--- src/hw/rtl/dfe_pkg.sv ---
`timescale 1ns / 1ps

package dfe_pkg;

   localparam int unsigned STATE_W = 2;
   localparam int unsigned DUTY_W  = 7;
   localparam int unsigned TIME_W  = 10;
   localparam int unsigned INDEX_W = 10;
   localparam int unsigned COUNT_W = 11;
   localparam int unsigned SLICE_W = 6;

   localparam logic [TIME_W-1:0]  TIME_CAP      = 10'd630;
   localparam logic [TIME_W-1:0]  SLICE_ROUND   = 10'd9;
   // x / 10 == (x * 205) >> 11 for every x below 1029
   localparam logic [17:0]        RECIP_10      = 18'd205;
   localparam int unsigned        RECIP_SHIFT   = 11;
   localparam logic [COUNT_W-1:0] BUDGET_RESET  = 11'd1024;

   typedef struct packed {
      logic [STATE_W-1:0] frame_state;
      logic [DUTY_W-1:0]  frame_duty;
      logic [TIME_W-1:0]  frame_time;
      logic               frame_last;
   } req_item_type;

   typedef struct packed {
      logic [STATE_W-1:0] point_state;
      logic [DUTY_W-1:0]  point_duty;
      logic [INDEX_W-1:0] point_index;
      logic               run_last;
      logic               action_end;
   } rsp_item_type;

   // classified frame waiting for the back end
   typedef struct packed {
      logic [STATE_W-1:0] st;
      logic [DUTY_W-1:0]  du;
      logic [SLICE_W-1:0] cnt;
      logic               last;
      logic               append;
   } cmd_type;

   typedef struct packed {
      logic    valid;
      cmd_type cmd;
   } cmd_port_type;

   typedef enum logic [1:0] {
      BK_IDLE,
      BK_RUN,
      BK_APPEND
   } back_state_type;

endpackage

--- src/hw/rtl/dfe_front.sv ---
`timescale 1ns / 1ps

module dfe_front (
   input  logic                  clock,
   input  logic                  reset,
   input  logic                  req_push,
   output logic                  req_full,
   input  dfe_pkg::req_item_type req_item,
   output dfe_pkg::cmd_port_type cmd_out,
   input  logic                  cmd_take
);
   import dfe_pkg::*;

   localparam int unsigned DEPTH = 2;

   cmd_type           q_ff [DEPTH];
   logic              wr_ff, wr_in;
   logic              rd_ff, rd_in;
   logic [1:0]        fill_ff, fill_in;

   logic [TIME_W-1:0] tm_cap;
   logic [17:0]       prod;
   logic              keep;
   logic              push_q;
   logic              pop_q;
   cmd_type           cmd_new;

   always_comb begin
      tm_cap = (req_item.frame_time > TIME_CAP) ? TIME_CAP : req_item.frame_time;
      prod   = (18'(tm_cap) + 18'(SLICE_ROUND)) * RECIP_10;
      cmd_new.st   = req_item.frame_state;
      cmd_new.du   = req_item.frame_duty;
      cmd_new.last = req_item.frame_last;
      if (tm_cap == '0) begin
         // a hold frame that is not the last is dropped; a last one gives one point and never an idle tail
         cmd_new.cnt    = SLICE_W'(1);
         cmd_new.append = 1'b0;
         keep           = req_item.frame_last;
      end else begin
         cmd_new.cnt    = prod[RECIP_SHIFT +: SLICE_W];
         cmd_new.append = req_item.frame_last;
         keep           = 1'b1;
      end
   end

   assign req_full      = (fill_ff == 2'(DEPTH));
   assign push_q        = req_push && !req_full && keep;
   assign cmd_out.valid = (fill_ff != 2'd0);
   assign cmd_out.cmd   = q_ff[rd_ff];
   assign pop_q         = cmd_take && cmd_out.valid;

   always_comb begin
      wr_in   = push_q ? ~wr_ff : wr_ff;
      rd_in   = pop_q ? ~rd_ff : rd_ff;
      fill_in = fill_ff + 2'(push_q) - 2'(pop_q);
   end

   always_ff @(posedge clock) begin
      if (reset) begin
         wr_ff   <= 1'b0;
         rd_ff   <= 1'b0;
         fill_ff <= 2'd0;
      end else begin
         wr_ff   <= wr_in;
         rd_ff   <= rd_in;
         fill_ff <= fill_in;
      end
   end

   always_ff @(posedge clock) begin
      if (push_q) begin
         q_ff[wr_ff] <= cmd_new;
      end
   end

   a_fill_bound: assert property (@(posedge clock) disable iff (reset)
      fill_ff <= 2'(DEPTH))
      else $error("command queue over-filled");

endmodule

--- src/hw/rtl/dfe_back.sv ---
`timescale 1ns / 1ps

module dfe_back #(
   parameter int unsigned MAX_POINTS = 1024
) (
   input  logic                          clock,
   input  logic                          reset,
   input  dfe_pkg::cmd_port_type         cmd_in,
   output logic                          cmd_take,
   input  logic                          csr_we,
   input  logic [dfe_pkg::COUNT_W-1:0]   csr_wdata,
   output logic                          rsp_empty,
   input  logic                          rsp_pop,
   output dfe_pkg::rsp_item_type         rsp_item
);
   import dfe_pkg::*;

   localparam logic [COUNT_W-1:0] MAX_CAP =
      (MAX_POINTS > 2047) ? {COUNT_W{1'b1}} : COUNT_W'(MAX_POINTS);

   back_state_type     state_ff, state_in;
   cmd_type            cur_ff, cur_in;
   logic [SLICE_W-1:0] cnt_ff, cnt_in;
   logic [COUNT_W-1:0] done_ff, done_in;
   logic [COUNT_W-1:0] budget_ff;
   logic               out_valid_ff, out_valid_in;
   rsp_item_type       out_item_ff, out_item_in;

   logic [COUNT_W-1:0] budget_eff;
   logic               exhaust_now;
   logic               exhaust_after;
   logic               can_emit;
   logic               emit;
   logic               frame_end;
   logic               will_append;
   rsp_item_type       point;

   always_comb begin
      budget_eff    = (budget_ff > MAX_CAP) ? MAX_CAP : budget_ff;
      exhaust_now   = (done_ff >= budget_eff);
      exhaust_after = ((12'(done_ff) + 12'd1) >= 12'(budget_eff));
      can_emit      = !out_valid_ff || rsp_pop;
   end

   always_comb begin
      state_in    = state_ff;
      cur_in      = cur_ff;
      cnt_in      = cnt_ff;
      done_in     = done_ff;
      cmd_take    = 1'b0;
      emit        = 1'b0;
      frame_end   = 1'b0;
      will_append = 1'b0;
      point.point_state = cur_ff.st;
      point.point_duty  = cur_ff.du;
      point.point_index = done_ff[INDEX_W-1:0];
      point.run_last    = 1'b0;
      point.action_end  = 1'b0;

      unique case (state_ff)
         BK_IDLE: begin
            if (cmd_in.valid) begin
               cmd_take = 1'b1;
               cur_in   = cmd_in.cmd;
               cnt_in   = cmd_in.cmd.cnt;
               state_in = BK_RUN;
            end
         end
         BK_RUN: begin
            if (exhaust_now) begin
               state_in = BK_IDLE;
               if (cur_ff.last) done_in = '0;
            end else if (can_emit) begin
               emit        = 1'b1;
               frame_end   = exhaust_after || (cnt_ff == SLICE_W'(1));
               will_append = cur_ff.append && !exhaust_after &&
                             ((cur_ff.st != '0) || (cur_ff.du != '0));
               point.run_last   = frame_end && !will_append;
               point.action_end = frame_end && !will_append && cur_ff.last;
               done_in = done_ff + COUNT_W'(1);
               cnt_in  = cnt_ff - SLICE_W'(1);
               if (frame_end) begin
                  if (will_append) begin
                     state_in = BK_APPEND;
                  end else begin
                     state_in = BK_IDLE;
                     if (cur_ff.last) done_in = '0;
                  end
               end
            end
         end
         BK_APPEND: begin
            if (can_emit) begin
               // idle tail at zero duty closes the action
               emit              = 1'b1;
               point.point_state = '0;
               point.point_duty  = '0;
               point.run_last    = 1'b1;
               point.action_end  = cur_ff.last;
               state_in          = BK_IDLE;
               done_in           = '0;
            end
         end
         default: state_in = BK_IDLE;
      endcase
   end

   always_comb begin
      out_valid_in = out_valid_ff;
      out_item_in  = out_item_ff;
      if (emit) begin
         out_valid_in = 1'b1;
         out_item_in  = point;
      end else if (rsp_pop) begin
         out_valid_in = 1'b0;
      end
   end

   assign rsp_empty = !out_valid_ff;
   assign rsp_item  = out_item_ff;

   always_ff @(posedge clock) begin
      if (reset) begin
         state_ff     <= BK_IDLE;
         done_ff      <= '0;
         budget_ff    <= BUDGET_RESET;
         out_valid_ff <= 1'b0;
      end else begin
         state_ff     <= state_in;
         done_ff      <= done_in;
         out_valid_ff <= out_valid_in;
         if (csr_we) budget_ff <= csr_wdata;
      end
   end

   always_ff @(posedge clock) begin
      cur_ff      <= cur_in;
      cnt_ff      <= cnt_in;
      out_item_ff <= out_item_in;
   end

   a_append_only_if_allowed: assert property (@(posedge clock) disable iff (reset)
      (state_ff == BK_APPEND) |-> cur_ff.append)
      else $error("idle tail without a closing frame");

   a_run_has_points: assert property (@(posedge clock) disable iff (reset)
      (state_ff == BK_RUN) |-> (cnt_ff != '0))
      else $error("sequencer running with no points left");

   a_end_marks_run: assert property (@(posedge clock) disable iff (reset)
      (out_valid_ff && out_item_ff.action_end) |-> out_item_ff.run_last)
      else $error("action end on a point that does not close its frame");

   a_out_holds: assert property (@(posedge clock) disable iff (reset)
      (out_valid_ff && !rsp_pop) |=> (out_valid_ff && $stable(out_item_ff)))
      else $error("waiting point overwritten");

endmodule

--- src/hw/rtl/drive_frame_expander_top.sv ---
`timescale 1ns / 1ps

// channel | ports                              | direction
// --------+------------------------------------+-----------
// request | req_push, req_full, req_item       | in
// result  | rsp_empty, rsp_pop, rsp_item       | out
// csr     | csr_we, csr_wdata (point budget)   | in
//
// the back sequencer takes a frame's command, emits its points and, when one is appended, an idle
// tail; it emits one point per cycle within a frame while its result is not stalled
// a two-entry command queue lets the front take frames while the back works
// reset is synchronous and clears queue, point counter and budget (to 1024)
// a stalled result holds the sequencer; the front stalls only when its queue is full

module drive_frame_expander_top #(
   parameter int unsigned MAX_POINTS = 1024
) (
   input  logic                          clock,
   input  logic                          reset,
   input  logic                          req_push,
   output logic                          req_full,
   input  dfe_pkg::req_item_type         req_item,
   output logic                          rsp_empty,
   input  logic                          rsp_pop,
   output dfe_pkg::rsp_item_type         rsp_item,
   input  logic                          csr_we,
   input  logic [dfe_pkg::COUNT_W-1:0]   csr_wdata
);
   import dfe_pkg::*;

   cmd_port_type cmd;
   logic         cmd_take;

   dfe_front u_front (
      .clock    (clock),
      .reset    (reset),
      .req_push (req_push),
      .req_full (req_full),
      .req_item (req_item),
      .cmd_out  (cmd),
      .cmd_take (cmd_take)
   );

   dfe_back #(
      .MAX_POINTS (MAX_POINTS)
   ) u_back (
      .clock     (clock),
      .reset     (reset),
      .cmd_in    (cmd),
      .cmd_take  (cmd_take),
      .csr_we    (csr_we),
      .csr_wdata (csr_wdata),
      .rsp_empty (rsp_empty),
      .rsp_pop   (rsp_pop),
      .rsp_item  (rsp_item)
   );

endmodule
--- config.mk ---
export PLATFORM = sky130hd
export DESIGN_NAME = drive_frame_expander_top
export DESIGN_NICKNAME = d
export VERILOG_FILES = /design/src/hw/rtl/dfe_pkg.sv /design/src/hw/rtl/dfe_front.sv /design/src/hw/rtl/dfe_back.sv /design/src/hw/rtl/drive_frame_expander_top.sv
export SDC_FILE = /design/constraint.sdc
export NUM_CORES = 1
export LEC_CHECK = 0
export ABC_AREA = 0
export BUFFER_PORTS_ARGS = -buffer_cell sky130_fd_sc_hd__buf_2
export CORE_ASPECT_RATIO = 1.4
export CORE_MARGIN = 2
export CORE_UTILIZATION = 33
export CTS_BUF_LIST = sky130_fd_sc_hd__clkbuf_16
export DETAILED_ROUTE_END_ITERATION = 10
export SLEW_MARGIN = 0
export SYNTH_ARGS = -nofsm -noshare
export SYNTH_HDL_FRONTEND = slang
export SYNTH_HIERARCHICAL = 1
export SYNTH_SLANG_ARGS = --single-unit
export TNS_END_PERCENT = 30
--- constraint.sdc ---
create_clock -name clock -period 14.72 [get_ports clock]
set_input_delay 2.944 -clock clock [delete_from_list [all_inputs] [get_ports clock]]
set_output_delay 2.944 -clock clock [all_outputs]
set_load 0.03 [all_outputs]
# Word level (Yosys, flattened, before mapping)
# Memory sizes are Yosys's and may differ from the RTL's. A register that Yosys moved wholly into a read port is not among the register bits.
# Index checks and enable logic that the tools add are counted.
# totals
regBits	67
latchBits	0
mem_bits_rw	34
mem_bits_ro	0
input_bits	36
output_inout_bits	23
elab_cells	109
n_memories	1
# memory_table
memory	words	width	read_ports	rd_clocked_by_memory_dff	wr	line_no	rtl
u_front.q_ff	2	17	1	1	1	dfe_front.sv:16	cmd_type q_ff [DEPTH];
# classes
add_sub_neg	6
mul	1
div	0
n_lt_le_gt_ge	4
n_eq_ne	11
n_shift	0
n_mux	41
n_bitwise	2
n_reduce_logical	26
# op_table
operator	count
$mux 11	8
$mux 6	4
$pmux 11 s2	1
$mul 18x8->17 const B	1
$mux 2	9
$mux 9	2
$add 11x1->12 const B	1
$ge 12x11->1	1
$mux 1	12
$pmux 6 s2	1
$reduce_and 4->1	3
$add 10x4->11 const B	1
$add 11x1->11 const B	1
$ge 11x11->1	1
$gt 11x11->1 const B	1
$gt 10x10->1 const B	1
$logic_not 10->1	1
$mux 10	1
$reduce_bool 2->1	5
$logic_and 1x1->1	7
$reduce_bool 7->1	1
$eq 6x1->1 const B	1
$ne 3x1->1 const B	2
$pmux 2 s3	1
15 further kinds	24

# Logic depth before layout (Yosys ltp)
# depth
word_depth	12
ltp_mapped	28
mapped_depth_nobuf	26

# Cells and area by module
# The synthesis kept the hierarchy.
# modules_own_cells
mod	n_inst	cells_per_inst	area_per_inst_um2	seq_area_each_um2
dfe_back	1	314	3339.5	1641.6
dfe_front	1	307	3313.2	1121.1

# Least setup slack after synthesis
# No wires, ideal clock.
# synth_path
kind	input to register
start	input port req_item[4] (netlist name)
end	memory u_front/q_ff[0][4] (netlist name) (data pin)
setup_ns	0.265
arrival_time_ns	8.278
t_required_ns	14.455
setup_slack_ns	6.177
cell_stages	27
path_buffers	2
cell_sequence	buf_2 > a31oi_1 > nor2_1 > o21a_1 > nor2_1 > inv_1 > ha_1 > clkbuf_1 > a21oi_1 > o21ai_0 > a21oi_2 > xor2_1 > inv_1 > fa_1 > inv_1 > fa_1 > inv_1 > fa_1 > inv_1 > ha_1 > nand4_1 > nor2_1 > a211oi_1 > nor2_1 > a2111oi_2 > xor2_1 > nor2_1
# synth_rtl
item	line_no	rtl
start, declared	drive_frame_expander_top.sv:22	input dfe_pkg::req_item_type req_item,
end, declared	dfe_front.sv:16	

==> results.py <==
metrics = {
    "setup_path": {
        "crit_buf_inv": 5,
        "arrival_ns": 8.92,
        "end_kind": "flop",
        "crit_path_max_fanout": 13,
        "slowest_stage": "fa_1",
        "crit-reg2reg-launch": "u_back/done_ff[0]",
        "worstSetupPathType": "input pin to flop",
        "max_stage_delay_ns": 0.54,
        "path_delay_family": "adder cells",
        "crit_required_ns": 14.81,
        "crit_start": "req_item[3]",
        "path_depth": 26,
        "r2r_cells": 13,
        "crit_path_start_kind": "input pin",
    },
    "global_routing": {
        "grt_max_degree": 32,
        "grt-ovfl-total": 0,
        "grt_first_pass_wirelength_um": 21400,
        "grt_pass1_vias": 4523,
        "antenna_found_initial": 1,
        "grt_usage_pct": 13.0,
    },
    "timing": {
        "post-route-period-util_pct": 60.0,
        "hold_viol_final": 0,
        "max_freq_ghz": 0.113,
        "period_needed_ns": 8.83,
        "drv_slew": 0,
        "setup_viol": 0,
        "finalClockSkew_ns": 0.00956,
        "hold_slack_ns": 0.503,
        "rsz0062_at_grt": "false",
        "finalSetupTns_ns": 0,
        "slew_headroom_pct": 40.9,
        "worstMarginPinSlew_ns": 0.877,
        "setup_ws_ns": 5.89,
    },
    "die": {
        "die_area_um2": 21300,
        "core_area_um2": 19800,
        "die_width_um": 124,
        "die_h_um": 172,
        "rows": 61,
        "start_util_pct": 33.5,
        "io_pins": 59,
    },
    "yosys": {
        "synth_commonest_cells": "edfxtp_1, ha_1, inv_1",
        "avgSynthCellArea_um2": 10.7,
        "yosysTopAreaCell": "edfxtp_1",
        "seq_area_frac_synth_pct": 41.5,
        "yosysMostFrequentCell": "edfxtp_1",
        "synth_edf_count": 72,
        "ys_types": 79,
        "yosysTopAreaCellShare_pct": 32.5,
        "synthTopCellsByArea": "edfxtp_1, ha_1, dfxtp_1",
        "syn_inst": 621,
        "netlist_area_um2": 6650,
        "synthFlopType": "edfxtp_1",
        "synthArstFlopShare_pct": 0,
        "ys_seq_elements": 102,
        "synth_warnings": 6,
    },
    "layout": {
        "fillers": 2007,
        "multiInputGateArea_um2": 3590,
        "fin_nets": 803,
        "drive_gt1_share_pct": 19.2,
        "num_antenna_cells": 0,
        "fin_cells": 936,
        "synthToLayoutAreaGrowth_pct": 13.3,
        "fin_area_um2": 7540,
        "final_util_pct": 38.0,
        "regArea_um2": 2760,
    },
    "clocking": {
        "clk-insertion-delay-late_ns": 0.35,
        "tritoncts": "yes",
        "cts_root_buffer": "clkbuf_16",
        "cts_sinks": 102,
        "cts_buffer_depth": 2,
        "postCtsResizedCells": 0,
        "clkTransAtPathRegs_ns": 0.08,
        "post-cts-setup-buffer-count": 0,
        "cts_made_buffers": 9,
        "htree_levels": 3,
        "holdBufCountCts": 0,
    },
    "hold_path": {
        "hold_class": "flop to flop",
        "holdPathStages": 2,
        "hold_start": "u_back/budget_ff[0]",
    },
    "placed_design": {
        "dp_hpwl_um": 10600,
        "dp_cells": 920,
        "io_buffers": 58,
        "placed_cell_area_um2": 7220,
        "place.gp.congestion": 0.840,
        "preCtsSetupSlack_ns": 5.50,
    },
    "job": {
        "drv_cap": 0,
    },
    "power_and_ir_drop": {
        "p_leak_nw": 3.13,
        "p_total_mw": 1.23,
        "p_per_area_nw_per_um2": 163,
        "ir_drop_mv": 0.0697,
    },
    "routing": {
        "wl_per_cell_um": 14.2,
        "drt_iter0_markers": 217,
        "viasPerCell": 4.91,
        "first_pass_iters": 4,
        "drc_errors": 0,
        "route.vias.total": 4598,
        "wl_um": 13300,
        "drtAntennaViolNets": 0,
    },
    "status": {
        "outcome": "finished clean",
    },
}
-- power by group --
part / switching [mW] / internal [mW]
Clock: 0.119 / 0.123
Sequential: 0.0312 / 0.418
Combinational: 0.316 / 0.222
Total: 0.466 / 0.764
-- cell type report --
class / instances / share of cell area (%)
multi-input cells: 443 / 47.7
flip-flops and latches: 102 / 36.6
well taps: 252 / 4.18
repair buffers: 61 / 4.15
inverters: 62 / 3.09
clock buffers: 9 / 2.99
clock inverters: 7 / 1.28
-- tightest hold or removal path, cell delays in order (launching register included) --
cell and delay [ns]:
dfxtp_1 0.33, mux2i_1 0.06, nor2_1 0.08
-- registers in the layout, summed over array words and instances, names as in the netlist, named ones only --
name	count
u_back/rsp_item	21
u_front/q_ff	34
u_back/cur_ff	11
u_back/out_valid_ff	1
u_back/state_ff	2
u_front/fill_ff	2
u_back/cnt_ff	6
u_back/budget_ff	11
u_front/rd_ff	1
u_back/done_ff	11
u_front/wr_ff	1
-- routing by layer --
metal,vias up,GRT usage [%],part of all wire (%)
li1,2318,-,-
met1,2164,13.1,38
met2,89,25.6,56
met3,25,2.18,2.9
met4,2,5.76,3.2
met5,-,0,0.083
-- path summary, 6_finish.rpt --
path / end / slack (ns)
setup / recovery: u_front/q_ff[1][4] / 5.89
hold / removal: u_back/budget_ff[0] / 0.50
setup reg to reg: u_back/state_ff[0] / 11.29
hold reg to reg: u_back/budget_ff[0] / 0.50
-- layout by cell type (no fill, tap or decap), types with 15 or more instances in the layout --
cell | synthesis | layout
nor2_1 | 49 | 49
edfxtp_1 | 72 | 72
xnor2_1 | 24 | 24
inv_1 | 62 | 62
nand3_1 | 18 | 18
and2_1 | 15 | 15
buf_2 | 3 | 58
mux2_2 | 18 | 18
ha_1 | 71 | 71
dfxtp_1 | 30 | 30
nand2_1 | 50 | 50
a21oi_1 | 31 | 30
fa_1 | 17 | 17
xor2_1 | 15 | 15
-- kinds of logic after synthesis --
| group | Yosys count | share of synthesized area, % |
|---|---|---|
| AOI/OAI and AO/OA | 97 | 10.9 |
| and+or+nand+nor | 187 | 14.6 |
| muxes | 29 | 4.70 |
| xor gates and xnor gates | 39 | 5.13 |
| DFF | 102 | 41.5 |
| other | 1 | 0.0564 |
| adders and majority gates | 88 | 18.5 |
| buffers and inverters | 78 | 4.63 |
Note: power is estimated with default switching activity, not from simulation.
